**src/design/lcm_pkg.sv**
```systemverilog
// Package for the lcm unit: widths, defaults and controller/datapath link types.
`default_nettype none

package lcm_pkg;

  localparam int IN_BITS          = 32;
  localparam int MULT_BITS        = 64;
  localparam int DIV_BITS         = 32;
  localparam int OPERAND_BITS_DEF = 32;

  // Commands from the controller to the datapath.
  typedef struct packed {
    logic load;
    logic strip_step;
    logic gcd_step;
    logic gcd_fin;
    logic div_step;
    logic mul_init;
    logic mul_step;
    logic out_load;
  } cmd_t;

  // Status from the datapath to the controller.
  typedef struct packed {
    logic zero;
    logic both_even;
    logic equal;
    logic cnt_last;
  } stat_t;

endpackage

`default_nettype wire

```
**src/design/lcm_unit.sv**
```systemverilog
// Top level of the lcm unit: controller plus datapath.
//
// Input channel: operand_a, operand_b with in_valid / in_ready. A beat is
// taken when both are high; only the low OPERAND_BITS of each operand count.
// Output channel: multiple (exact 64-bit lcm), divisor (gcd) and zero_operand
// with out_valid / out_ready. Either operand zero gives 0, 0 and the flag.
// One item is worked at a time. After a beat is taken, removing common
// factors of two and the binary gcd steps come first, then OPERAND_BITS
// divider steps for a/gcd, OPERAND_BITS shift-add steps for the product
// and the handoffs between phases, all on one shared datapath. A zero
// operand goes from the strip phase straight to the output handoff.
// Results sit in an output register, so a new beat is taken while the last
// result waits. If the receiver stalls, a finished item waits in the
// sequencer until the output register frees, and no further beat is taken.
// Synchronous reset returns the sequencer to idle and drops out_valid.
`default_nettype none

module lcm_unit #(
  parameter int OPERAND_BITS = lcm_pkg::OPERAND_BITS_DEF
) (
  input  wire logic                        clk,
  input  wire logic                        rst,
  input  wire logic                        in_valid,
  output logic                             in_ready,
  input  wire logic [lcm_pkg::IN_BITS-1:0] operand_a,
  input  wire logic [lcm_pkg::IN_BITS-1:0] operand_b,
  output logic                             out_valid,
  input  wire logic                        out_ready,
  output logic [lcm_pkg::MULT_BITS-1:0]    multiple,
  output logic [lcm_pkg::DIV_BITS-1:0]     divisor,
  output logic                             zero_operand
);
  import lcm_pkg::*;

  cmd_t  cmd;
  stat_t stat;

  lcm_ctrl u_ctrl (
    .clk       (clk),
    .rst       (rst),
    .in_valid  (in_valid),
    .in_ready  (in_ready),
    .out_valid (out_valid),
    .out_ready (out_ready),
    .stat      (stat),
    .cmd       (cmd)
  );

  lcm_dp #(
    .OPERAND_BITS (OPERAND_BITS)
  ) u_dp (
    .clk          (clk),
    .operand_a    (operand_a),
    .operand_b    (operand_b),
    .cmd          (cmd),
    .stat         (stat),
    .multiple     (multiple),
    .divisor      (divisor),
    .zero_operand (zero_operand)
  );

endmodule

`default_nettype wire

```
**src/design/lcm_ctrl.sv**
```systemverilog
// Sequencer for the lcm unit: strip, gcd, divide, multiply, hand off.
`default_nettype none

module lcm_ctrl (
  input  wire logic          clk,
  input  wire logic          rst,
  input  wire logic          in_valid,
  output logic               in_ready,
  output logic               out_valid,
  input  wire logic          out_ready,
  input  wire lcm_pkg::stat_t stat,
  output lcm_pkg::cmd_t      cmd
);
  import lcm_pkg::*;

  typedef enum logic [2:0] {
    S_IDLE,
    S_STRIP,
    S_GCD,
    S_DIV,
    S_MULI,
    S_MUL,
    S_DONE
  } state_t;

  state_t state;
  state_t state_next;

  assign in_ready = (state == S_IDLE);

  always_comb begin
    cmd        = '0;
    state_next = state;
    case (state)
      S_IDLE: begin
        if (in_valid) begin
          cmd.load   = 1'b1;
          state_next = S_STRIP;
        end
      end
      S_STRIP: begin
        if (stat.zero) begin
          state_next = S_DONE;
        end else if (stat.both_even) begin
          cmd.strip_step = 1'b1;
        end else begin
          state_next = S_GCD;
        end
      end
      S_GCD: begin
        if (stat.equal) begin
          cmd.gcd_fin = 1'b1;
          state_next  = S_DIV;
        end else begin
          cmd.gcd_step = 1'b1;
        end
      end
      S_DIV: begin
        cmd.div_step = 1'b1;
        if (stat.cnt_last) state_next = S_MULI;
      end
      S_MULI: begin
        cmd.mul_init = 1'b1;
        state_next   = S_MUL;
      end
      S_MUL: begin
        cmd.mul_step = 1'b1;
        if (stat.cnt_last) state_next = S_DONE;
      end
      S_DONE: begin
        // output register free, or its beat leaves this cycle
        if (!out_valid || out_ready) begin
          cmd.out_load = 1'b1;
          state_next   = S_IDLE;
        end
      end
      default: state_next = S_IDLE;
    endcase
  end

  always_ff @(posedge clk) begin
    if (rst) begin
      state     <= S_IDLE;
      out_valid <= 1'b0;
    end else begin
      state <= state_next;
      if (cmd.out_load) begin
        out_valid <= 1'b1;
      end else if (out_ready) begin
        out_valid <= 1'b0;
      end
    end
  end

endmodule

`default_nettype wire

```
**src/design/lcm_dp.sv**
```systemverilog
// Datapath for the lcm unit: binary gcd, restoring divider, shift-add multiplier.
`default_nettype none

module lcm_dp #(
  parameter int OPERAND_BITS = lcm_pkg::OPERAND_BITS_DEF
) (
  input  wire logic                          clk,
  input  wire logic [lcm_pkg::IN_BITS-1:0]   operand_a,
  input  wire logic [lcm_pkg::IN_BITS-1:0]   operand_b,
  input  wire lcm_pkg::cmd_t                 cmd,
  output lcm_pkg::stat_t                     stat,
  output logic [lcm_pkg::MULT_BITS-1:0]      multiple,
  output logic [lcm_pkg::DIV_BITS-1:0]       divisor,
  output logic                               zero_operand
);
  import lcm_pkg::*;

  localparam int W  = OPERAND_BITS;
  localparam int KW = $clog2(W);

  logic [W-1:0]  a_in;
  logic [W-1:0]  b_in;
  logic [W-1:0]  ra;
  logic [W-1:0]  rb;
  logic [W-1:0]  x;
  logic [W-1:0]  y;
  logic [KW-1:0] k;
  logic [W-1:0]  g;
  logic [W-1:0]  rem;
  logic [W-1:0]  q;
  logic [W-1:0]  hi;
  logic [W-1:0]  lo;
  logic [KW-1:0] cnt;
  logic          zero;

  logic [W:0]    rem_sh;
  logic [W:0]    diff;
  logic          ge;
  logic [W:0]    sum;

  assign a_in = operand_a[W-1:0];
  assign b_in = operand_b[W-1:0];

  assign stat.zero      = zero;
  assign stat.both_even = !x[0] && !y[0];
  assign stat.equal     = (x == y);
  assign stat.cnt_last  = (cnt == KW'(W - 1));

  // restoring divide step: remainder stays below g
  assign rem_sh = {rem, q[W-1]};
  assign diff   = rem_sh - {1'b0, g};
  assign ge     = !diff[W];

  // multiply step: add b when the low multiplier bit is set, then shift right
  assign sum = {1'b0, hi} + (lo[0] ? {1'b0, rb} : {(W + 1){1'b0}});

  always_ff @(posedge clk) begin
    if (cmd.load) begin
      ra   <= a_in;
      rb   <= b_in;
      x    <= a_in;
      y    <= b_in;
      k    <= '0;
      zero <= (a_in == '0) || (b_in == '0);
    end
    if (cmd.strip_step) begin
      x <= x >> 1;
      y <= y >> 1;
      k <= k + 1'b1;
    end
    if (cmd.gcd_step) begin
      if (!x[0]) begin
        x <= x >> 1;
      end else if (!y[0]) begin
        y <= y >> 1;
      end else if (x > y) begin
        x <= (x - y) >> 1;
      end else begin
        y <= (y - x) >> 1;
      end
    end
    if (cmd.gcd_fin) begin
      g   <= x << k;
      rem <= '0;
      q   <= ra;
      cnt <= '0;
    end
    if (cmd.div_step) begin
      rem <= ge ? diff[W-1:0] : rem_sh[W-1:0];
      q   <= {q[W-2:0], ge};
      cnt <= cnt + 1'b1;
    end
    if (cmd.mul_init) begin
      hi  <= '0;
      lo  <= q;
      cnt <= '0;
    end
    if (cmd.mul_step) begin
      hi  <= sum[W:1];
      lo  <= {sum[0], lo[W-1:1]};
      cnt <= cnt + 1'b1;
    end
    if (cmd.out_load) begin
      zero_operand <= zero;
      if (zero) begin
        multiple <= '0;
        divisor  <= '0;
      end else begin
        multiple <= MULT_BITS'({hi, lo});
        divisor  <= DIV_BITS'(g);
      end
    end
  end

endmodule

`default_nettype wire

```
**config.mk**
```make
export PLATFORM = sky130hd
export DESIGN_NAME = lcm_unit
export DESIGN_NICKNAME = d
export VERILOG_FILES = /design/src/design/lcm_pkg.sv /design/src/design/lcm_unit.sv /design/src/design/lcm_ctrl.sv /design/src/design/lcm_dp.sv
export SDC_FILE = /design/constraint.sdc
export NUM_CORES = 1
export LEC_CHECK = 0
export ABC_AREA = 1
export BUFFER_PORTS_ARGS = -buffer_cell sky130_fd_sc_hd__buf_2
export CORE_UTILIZATION = 60
export CTS_BUF_LIST = sky130_fd_sc_hd__clkbuf_4
export DETAILED_ROUTE_END_ITERATION = 6
export PLACE_DENSITY = 0.79
export SYNTH_ARGS = -nofsm -noshare
export SYNTH_HDL_FRONTEND = slang
export SYNTH_SLANG_ARGS = --single-unit
```
**constraint.sdc**
```tcl
create_clock -name clk -period 10.1 [get_ports clk]
set_input_delay 0.505 -clock clk [delete_from_list [all_inputs] [get_ports clk]]
set_output_delay 0.505 -clock clk [all_outputs]
set_load 0.02 [all_outputs]
```
==> Word level (Yosys, flattened, before mapping) <==
Index checks and enable logic that the tools add are counted.
{ "classes": {"addsub": 6, "n_reduce_logical": 16, "muxes": 51, "magnitude_cmp": 1, "shifts": 1, "eq_ne": 14} }
{ "ops": {"columns": ["cell", "count"], "rows": [
  ["2-to-1 mux 32 bit", 22],
  ["logical NOT 32 bit", 2],
  ["subtractor 32 bit", 2],
  ["adder 32 x 33 -> 33 bit", 1],
  ["subtractor 33 x 32 -> 33 bit", 1],
  ["== test 32 bit", 1],
  ["> comparator 32 bit", 1],
  ["left shift 32 x 5 -> 32 bit", 1],
  ["2-to-1 mux 5 bit", 6],
  ["2-to-1 mux 3 bit", 7],
  ["one-hot mux 3 bit (7 select lines)", 1],
  ["2-to-1 mux 1 bit", 14],
  ["adder 5 x 1 -> 5 bit (second input constant)", 2],
  ["== test 3 bit (second input constant)", 3],
  ["!= test 2 bit (second input constant)", 4],
  ["nonzero test 2 bit", 4],
  ["== test 3 x 2 -> 1 bit (second input constant)", 2],
  ["AND reduction 6 bit", 1],
  ["== test 5 bit (second input constant)", 1],
  ["logical NOT 1 bit", 4],
  ["nonzero test 4 bit", 1],
  ["== test 3 x 1 -> 1 bit (second input constant)", 1],
  ["logical NOT 3 bit", 1],
  ["!= test 3 x 2 -> 1 bit (second input constant)", 1],
  ["other kinds (4)", 5]
]} }
{ "totals": {"output_inout_bits": 99, "register_bits": 400} }

==> Logic depth before layout (Yosys ltp) <==
Gate-level depths: netlist of the first run.
{ "logic_depth": {"ltp_word": 10, "mapped_depth": 21} }

==> Cells and area by module <==
From an unflattened synthesis of the first run, not the netlist that was laid out.
{ "unflattened": {"hier_cells": 3721, "hier_area_um2": 27173.6} }
{ "by_module_without_submodules": {"columns": ["module", "cells_per_inst", "area_each_um2", "n_inst"], "rows": [
  ["lcm_dp", 3651, 26789.4, 1],
  ["lcm_ctrl", 70, 384.1, 1]
]} }

==> Least setup slack after synthesis of the first run <==
OpenSTA, ideal clock, no wires.
{ "synth_timing": {"kind": "register -> register", "startpoint": "register u_dp.y[0]", "endpoint": "register u_dp.cnt[0] (enable)", "stages_incl_launch_ff": 12, "slack_ns": 2.628, "path_buffers": 3, "synth_period_minus_slack_ns": 7.472, "arrival_time_ns": 7.151, "required_ns": 9.779, "path_cell_list": "dfxtp_1 buf_2 inv_1 clkbuf_1 clkbuf_1 ha_1 inv_1 nand4_2 nor2_2 nand2_4 o21ai_0 or2_2"} }
{ "synth_between": {"elab_chain_len": 4} }
{ "synth_lines": {"columns": ["item", "line_no", "rtl"], "rows": [
  ["from (decl)", "lcm_dp.sv:26", "logic [W-1:0] y;"],
  ["from (signal assigned)", "lcm_dp.sv:62", "y <= b_in;"],
  ["from (signal assigned)", "lcm_dp.sv:68", "y <= y >> 1;"],
  ["from (signal assigned)", "lcm_dp.sv:75", "y <= y >> 1;"],
  ["== test 32 bit", "lcm_dp.sv:46", "assign stat.equal = (x == y);"],
  ["2-to-1 mux 1 bit", "lcm_ctrl.sv:51", "if (stat.equal) begin"],
  ["2-to-1 mux 2 bit", "lcm_ctrl.sv:34", "case (state)"],
  ["nonzero test 4 bit (no source line)", null, null],
  ["to (signal assigned)", "lcm_dp.sv:91", "cnt <= cnt + 1'b1;"],
  ["to (signal assigned)", "lcm_dp.sv:101", "cnt <= cnt + 1'b1;"],
  ["to (decl)", "lcm_dp.sv:33", "logic [KW-1:0] cnt;"]
]} }
No other way between the ends.
A chain may end at the register's enable or synchronous reset.

==> Final worst setup path of the first run <==
{ "layout_timing": {"startpoint": "register u_dp.x[0]", "endpoint": "register u_dp.x[13]"} }
{ "layout_between": {"elab_chain_len": 10, "word_cells_on_any_way": 15, "classes_between": "add/sub: 1; order compare: 1; eq/ne: 1; mux: 10; reduce/logical: 2"} }
{ "layout_lines": {"columns": ["item", "line_no", "rtl"], "rows": [
  ["from (decl)", "lcm_dp.sv:25", "logic [W-1:0] x;"],
  ["from (signal assigned)", "lcm_dp.sv:61", "x <= a_in;"],
  ["from (signal assigned)", "lcm_dp.sv:67", "x <= x >> 1;"],
  ["from (signal assigned)", "lcm_dp.sv:73", "x <= x >> 1;"],
  ["parallel branches: the longest is 9 deep, another holds subtractor 32 bit", null, null],
  ["2-to-1 mux 32 bit *", "lcm_dp.sv:71", "if (cmd.gcd_step) begin"]
]} }
Every way passes the cells marked *.

==> metrics.md, run 1 <==
| Metric | Value |
|---|---|
| CTS sink cnt | `400` |
| Post-synthesis compound-gate area fraction | `15.5%` |
| Finish-stage setup viols | `0` |
| CP Launch Type | `register` |
| Hold path depth | `1` |
| Clock Power Share | `between 10 and 15%` |
| Most flops, register | `u_dp.multiple` |
| Hold_buf cts | `60` |
| Main combinational cell family by area after synthesis | `simple AND/OR/NAND/NOR gates` |
| Post CTS Setup Buffer Count | `0` |
| Internal Power | `4600 uW` |
| Max Root-Sink Buffers | `3` |
| Fillcell total | `3870` |
| FF-to-FF Start | `u_dp.x[0]` |
| Rows | `77` |
| Seq cells post-synth | `400` |
| Switching power share of the total | `roughly half` |
| Final WL | `83.0 mm` |
| Crit path top cell by count | `nand2_4` |
| RSZ-0062 raised after global routing | `false` |
| HP Start | `operand_b[19]` |
| Setup crit end kind | `register` |
| Clock slew at reported path FFs | `70 ps` |
| CP Launch Point | `u_dp.x[0]` |
| Multiplexer area fraction after synthesis | `0.486%` |
| Chip width | `213 um` |
| Area growth syn-to-layout | `11.4%` |
| Die Span Y | `around 210 um` |
| Logic pwr share | `59.4%` |
| Main area contributors after synthesis | `edfxtp_1 (37%), nand2_1 (14%), inv_1 (6.9%), o21ai_0 (6.4%), ha_1 (6.1%)` |
| I/O Buffers | `166` |
| Layout Skew | `49.4 ps` |
| Critical Path Fanout Max | `36` |
| VDD IR-drop max | `roughly 0.00024 V` |
| Post-DP HPWL | `about 62 mm` |
| Gpl congestion | `1.08` |
| Layout Nets | `4012` |
| Relative slew slack | `20.3%` |
| # DRC | `0` |
| Synth Warn # | `0` |
| Cell taking the most area after synthesis | `edfxtp_1` |
| Slowest-stage cell, CP | `a21oi_2` |
| DR WL/cell | `18.5 um` |
| Layout cell share with drive strength beyond 1 | `11.1%` |
| Finished layout cell area | `29800 sq um` |
| Synth Area in XOR/XNOR | `less than 1%` |
| Tightest Pin Transition | `around 1200 ps` |
| Num ports | `roughly 170` |
| Core Region | `44100 sq um` |
| Critical Path Max Stage Delay | `920 ps` |
| Commonest non-fill, non-tap cell in the layout | `nand2_1` |
| Final Hold Vio Count | `0` |
| Status | `finished, final reports clean` |
| Worst-skew pair later-pin latency | `810 ps` |
| Sw power | `roughly 4800 uW` |
| Syn avg cell area | `7.46 sq um` |
| Pwr dens | `315 nW/um^2` |
| Post-route minimum period | `between 3000 and 4000 ps` |
| Detailed Routing Iterations Pass 1 | `6` |
| Dominant synthesized flop cell | `edfxtp_1` |
| Hold Path End | `u_dp.rb[19]` |
| Largest net degree at the start of global routing | `107` |
| Routed Antenna Nets | `0` |
| FF-to-FF path depth | `13` |
| Initial Utilization | `60.7%` |
| CP required | `10810 ps` |
| Syn_nets | `3794` |
| Number of flip-flops in the largest register | `64` |
| Grt total ovfl | `0` |
| Commonest non-fill, non-tap cells in the layout | `nand2_1 (978), inv_1 (491), nor2_1 (373), o21ai_0 (339), edfxtp_1 (332)` |
| Crit Reg-Reg Endpoint | `u_dp.x[13]` |
| FFs w/ async S/R, synth | `0%` |
| Post-synthesis adder-cell area fraction | `6.42%` |
| Vias | `between 20000 and 30000` |
| Worst EP arrival | `about 4700 ps` |
| Fmax | `between 200 and 300 MHz` |
| Simple-gate share of the synthesized area | `between 20% and 30%` |
| CTS root buf | `clkbuf_4` |
| Dpl cell area | `around 28000 sq um` |
| CP Cell Sequence | `inv_1 > buf_4 > ha_1 > inv_1 > nand4_2 > nor2_2 > a21oi_2 > nand2_4 > inv_4 > nand2_4 > nand2_4 > nand2_1 > o211ai_1` |
| Slew Limit Fails | `0` |
| Number of global-route vias before repair | `23200` |
| Post-cts resize count | `0` |
| GRT Util Overall | `a little under two fifths` |
| Number of enable flip-flop cells after synthesis | `~330` |
| Vias per Instance | `5.61` |
| Initial antenna violation count | `5` |
| Synth Instances | `3591` |
| HP Class | `input port to register` |
| Share of the synthesized area in the top cell type | `37.2%` |
| Die area | `45500 sq um` |
| First-pass GRT wire length | `128 mm` |
| Static leakage | `0.0141 uW` |
| Register-to-register setup slack | `6120 ps` |
| Count of different cell masters after synthesis | `57` |
| Seq/Total Area, Yosys | `42.3%` |
| H-tree depth | `3` |
| Setup_tns | `0 ps` |
| Final Cycle Share | `approximately 39%` |
| Initial DRC Count | `3059` |
| Num CTS Buffers | `99` |
| Mapped Area | `26800 sq um` |
| Crit path kind | `register to register` |
| Flop pwr share | `26.2%` |
| CTS tree | `built` |
| Max-Cap Viols | `0` |
==> cells in the mapped netlist (8+ instances only) <==
master,n
o21a_1,18
ha_1,131
buf_1,12
nor4_1,18
nand2_2,20
nand2_4,10
edfxtp_1,332
o21ai_0,340
o21ai_1,11
nor2_2,8
buf_2,25
mux2i_1,13
nand3_1,163
a21o_1,8
o211ai_1,68
clkbuf_1,79
inv_1,491
a21oi_1,247
nor3_1,12
or2_2,13
o21bai_1,16
dfxtp_1,68
xor2_1,21
nand4_1,21
nand2_1,980
nor2_1,375
==> critical path, delay by kind of cell (launching register included) <==
kind                     cells  cell delay [ps]
AND/OR/NAND/NOR              6             1270
flip-flops                   1              310
adder cells (fa/ha/maj)      1              140
buffers and inverters        4             1150
AO/OA/AOI/OAI                2             1000
==> routing by layer <==
metal	vias to the layer above	GRT usage (%)	wire, um
met5	-	0	13
met4	2	20.4	4690
met3	236	5.69	7120
met2	1251	57.3	36800
met1	11300	49.1	34400
li1	12300	-	-
==> cells by family (layout without fill, tap and decap cells) <==
family / count (synthesis) / in the layout
AO/OA/AOI/OAI: 749 / 749
XOR/XNOR: 25 / 25
adder cells (fa/ha/maj): 135 / 135
buffers and inverters: 630 / 919
flip-flops: 400 / 400
multiplexers: 13 / 13
other: 0 / 5
AND/OR/NAND/NOR: 1639 / 1639
==> power groups by stage <==
| stage | Clock, uW | Sequential [uW] | Combinational, uW |
|---|---|---|---|
| 2_1_floorplan | 0 | 2430 | 3920 |
| 3_3_place_gp | 0 | 2470 | 5370 |
| 3_5_place_dp | 0 | 2480 | 5370 |
| 4_1_cts | 1370 | 2450 | 5420 |
| 5_1_grt | 1460 | 2490 | 6150 |
| 6_report | 1360 | 2460 | 5580 |
==> final cells by class <==
class	count	area [sq um]	share of cell area [%]
multi-input combinational	2561	13000	43.7
sequential	400	11300	38.0
inverter	502	1890	6.33
timing repair buffer	245	1570	5.28
clock buffer	153	1150	3.85
tap	592	741	2.48
clock inverter	19	109	0.365
antenna	5	12.5	0.0419
==> per-stage QoR <==
step	util [%]	cells	worst slack, ps	power [uW]	hold WS (ps)
floorplan	-	3591	2630	6360	421
global placement	63.4	4240	6310	7840	499
detailed placement	63.4	4240	6220	7850	502
CTS	67.6	4472	6210	9240	1.53
global route	67.6	4477	5830	10100	14.6
finish	67.6	4477	6120	9410	54.6
==> worst max path at each step <==
stage,cells past startpoint,slack (ps),end
finish,13,6120,u_dp.x[13]
floorplan,11,2630,u_dp.cnt[0]
CTS,13,6210,u_dp.y[15]
global route,13,5830,u_dp.x[13]
global placement,13,6310,u_dp.y[15]
detailed placement,13,6220,u_dp.y[15]
No activity file was read; power rests on OpenSTA's default activity.
==> inputs of run 2 (changes only) <==
--- a/config.mk
+++ b/config.mk
@@ -7,10 +7,10 @@
 export LEC_CHECK = 0
 export ABC_AREA = 1
 export BUFFER_PORTS_ARGS = -buffer_cell sky130_fd_sc_hd__buf_2
-export CORE_UTILIZATION = 60
+export CORE_UTILIZATION = 58
 export CTS_BUF_LIST = sky130_fd_sc_hd__clkbuf_4
 export DETAILED_ROUTE_END_ITERATION = 6
-export PLACE_DENSITY = 0.79
+export PLACE_DENSITY = 0.8
 export SYNTH_ARGS = -nofsm -noshare
 export SYNTH_HDL_FRONTEND = slang
 export SYNTH_SLANG_ARGS = --single-unit
==> constraint.sdc (replaced) <==
create_clock -name clk -period 3.6 [get_ports clk]
set_input_delay 0.18 -clock clk [delete_from_list [all_inputs] [get_ports clk]]
set_output_delay 0.18 -clock clk [all_outputs]
set_load 0.02 [all_outputs]
==> metrics.md, run 2 (synthesis results as in run 1) <==
| Metric | Value |
|---|---|
| Finish-stage setup viols | `0 (unchanged)` |
| Vias per Instance | `5.70 (+1.8%)` |
| Sw power | `13800 uW (+190%)` |
| Worst-skew pair later-pin latency | `880 ps (+70 ps)` |
| Dpl cell area | `28100 sq um (+0.55%)` |
| Detailed Routing Iterations Pass 1 | `6 (unchanged)` |
| Gpl congestion | `1.04 (-3.9%)` |
| Layout Skew | `88.8 ps (+39.4 ps)` |
| Area growth syn-to-layout | `12.7%` |
| Pwr dens | `895 nW/um^2 (+180%)` |
| Flop pwr share | `25.9% (-0.3 points)` |
| Tightest Pin Transition | `1080 ps (-111 ps)` |
| Initial Utilization | `58.9% (-1.8 points)` |
| Die Span Y | `217 um (+1.7%)` |
| Max Root-Sink Buffers | `3 (unchanged)` |
| Final Hold Vio Count | `0 (unchanged)` |
| VDD IR-drop max | `0.000814 V (+240%)` |
| Most flops, register | `u_dp.multiple` |
| Commonest non-fill, non-tap cells in the layout | `nand2_1 (978), inv_1 (491), nor2_1 (373), o21ai_0 (339), edfxtp_1 (332)` |
| Num ports | `167 (unchanged)` |
| Utilization after layout | `66.4% (-1.2 points)` |
| # DRC | `0 (unchanged)` |
| CTS tree | `built` |
| HP Class | `input port to register` |
| Hold Path End | `u_dp.ra[7]` |
| Setup crit end kind | `register` |
| Slew Limit Fails | `0 (unchanged)` |
| Post-route minimum period | `3200 ps (-778 ps)` |
| FF-to-FF path depth | `11 (-2)` |
| Vias | `25800 (+2.8%)` |
| Relative slew slack | `27.8% (+7.4 points)` |
| Chip width | `217 um (+1.7%)` |
| HP Start | `operand_a[7]` |
| Crit path kind | `register to register` |
| Switching power share of the total | `51.1% (+0.060 points)` |
| Routed Antenna Nets | `0 (unchanged)` |
| Core Region | `45500 sq um (+3.1%)` |
| First-pass GRT wire length | `132 mm (+3.5%)` |
| Layout cell share with drive strength beyond 1 | `11.5% (+0.40 points)` |
| Largest net degree at the start of global routing | `99 (-7.5%)` |
| Setup_tns | `0 ps (unchanged)` |
| Commonest non-fill, non-tap cell in the layout | `nand2_1` |
| Crit Reg-Reg Endpoint | `u_dp.hi[30]` |
| Final Power | `27000 uW (+190%)` |
| Hold path depth | `2 (+1)` |
| FF-to-FF Start | `u_dp.lo[0]` |
| CP Launch Type | `register` |
| I/O Buffers | `166 (unchanged)` |
| Initial DRC Count | `3018 (-1.3%)` |
| Number of flip-flops in the largest register | `64 (unchanged)` |
| Worst EP arrival | `3760 ps (-930 ps)` |
| H-tree depth | `3 (unchanged)` |
| Max-Cap Viols | `0 (unchanged)` |
| CTS sink cnt | `400 (unchanged)` |
| Finished layout cell area | `30200 sq um (+1.2%)` |
| Post-DP HPWL | `64.5 mm (+3.2%)` |
| Final Cycle Share | `88.9% (+50 points)` |
| DR WL/cell | `19.0 um (+2.4%)` |
| Clock Power Share | `15.5% (+1.1 points)` |
| CTS root buf | `clkbuf_4` |
| Die area | `47100 sq um (+3.4%)` |
| Rows | `78 (+1.3%)` |
| Post CTS Setup Buffer Count | `0 (unchanged)` |
| Num CTS Buffers | `103 (+4.0%)` |
| Fmax | `312 MHz (+24%)` |
| CP Launch Point | `u_dp.lo[0]` |
| Register-to-register setup slack | `400 ps (-5720 ps)` |
| Number of global-route vias before repair | `23900 (+3.0%)` |
| Layout Nets | `4037 (+0.62%)` |
| Initial antenna violation count | `5 (unchanged)` |
| Static leakage | `0.0142 uW (+1.3%)` |
| GRT Util Overall | `36.4% (-0.34 points)` |
| Final WL | `85.8 mm (+3.4%)` |
| Grt total ovfl | `0 (unchanged)` |
| Status | `finished, final reports clean` |
| Internal Power | `13200 uW (+190%)` |
| Logic pwr share | `58.6% (-0.8 points)` |
| Clock slew at reported path FFs | `70 ps (about the same)` |
| RSZ-0062 raised after global routing | `false` |
| CP required | `4160 ps (-6650 ps)` |
| Critical Path Fanout Max | `13 (-64%)` |
## run 2: cell types whose count changed in the layout (fill, tap and decap cells not counted), sizes merged
cell and delta:
clkbuf -9, clkinv +18, bufinv +4, inv +4, dlygate4sd3 +7, buf +14
## run 2: area by class of cell
cell class                 instances  area (sq um)
fill                            3940         15300
multi-input combinational       2561         13000
sequential                       400         11300
inverter                         502          1890
timing repair buffer             266          1790
clock buffer                     144          1080
tap                              600           751
clock inverter                    45           320
antenna                            5          12.5
## run 2: metal layers
layer  part of all wire [%]  wire [um]  global-route usage, %  vias to the layer above
met5                      0          0                      0                        -
met4                    5.9       5040                   21.0                        0
met3                     10       8640                   7.39                      299
met2                     43      37300                   55.8                     1431
met1                     41      34800                   48.1                    11700
li1                       -          -                      -                    12400
## run 2: critical path, cell delays in order, from the launching register on
cell and delay [ps]:
edfxtp_1 590, nand2_1 170, inv_1 50, ha_1 320, o21ai_0 490, inv_1 110
a21oi_1 420, o21ai_0 300, nand3_1 140, nand2_1 70, o21ai_0 140, a21oi_1 60
## run 2: worst max path at each step
stage / to / depth (start not counted) / slack, ps
final: u_dp.hi[30] / 11 / 400
after global routing: u_dp.hi[21] / 14 / 240
after CTS: u_dp.rem[25] / 13 / 490
after detailed placement: u_dp.rem[31] / 13 / 520
after global placement: u_dp.rem[25] / 13 / 570
after floorplan: u_dp.cnt[0] / 11 / 30
## run 2: per-stage QoR
step | cells | hold WS, ps | setup WS [ps]
floorplan | 3591 | 249 | 25.0
global placement | 4262 | 390 | 569
detailed placement | 4262 | 394 | 522
CTS | 4518 | 50.0 | 493
global route | 4523 | 90.5 | 245
finish | 4523 | 101 | 398
## run 2: power by group through the flow
stage | sequential (uW) | combinational, uW | clock, uW
6_report | 7000 | 15800 | 4190
5_1_grt | 7070 | 17400 | 4450
4_1_cts | 6960 | 15300 | 4220
3_5_place_dp | 7050 | 15100 | 0
3_3_place_gp | 7040 | 15100 | 0
2_1_floorplan | 6810 | 11000 | 0
## run 2: what timing repair did
item                                   in CTS  in global routing
endpoints found under the hold margin     143                  0
resized for setup                           0                  0
hold buffers                               67                  0
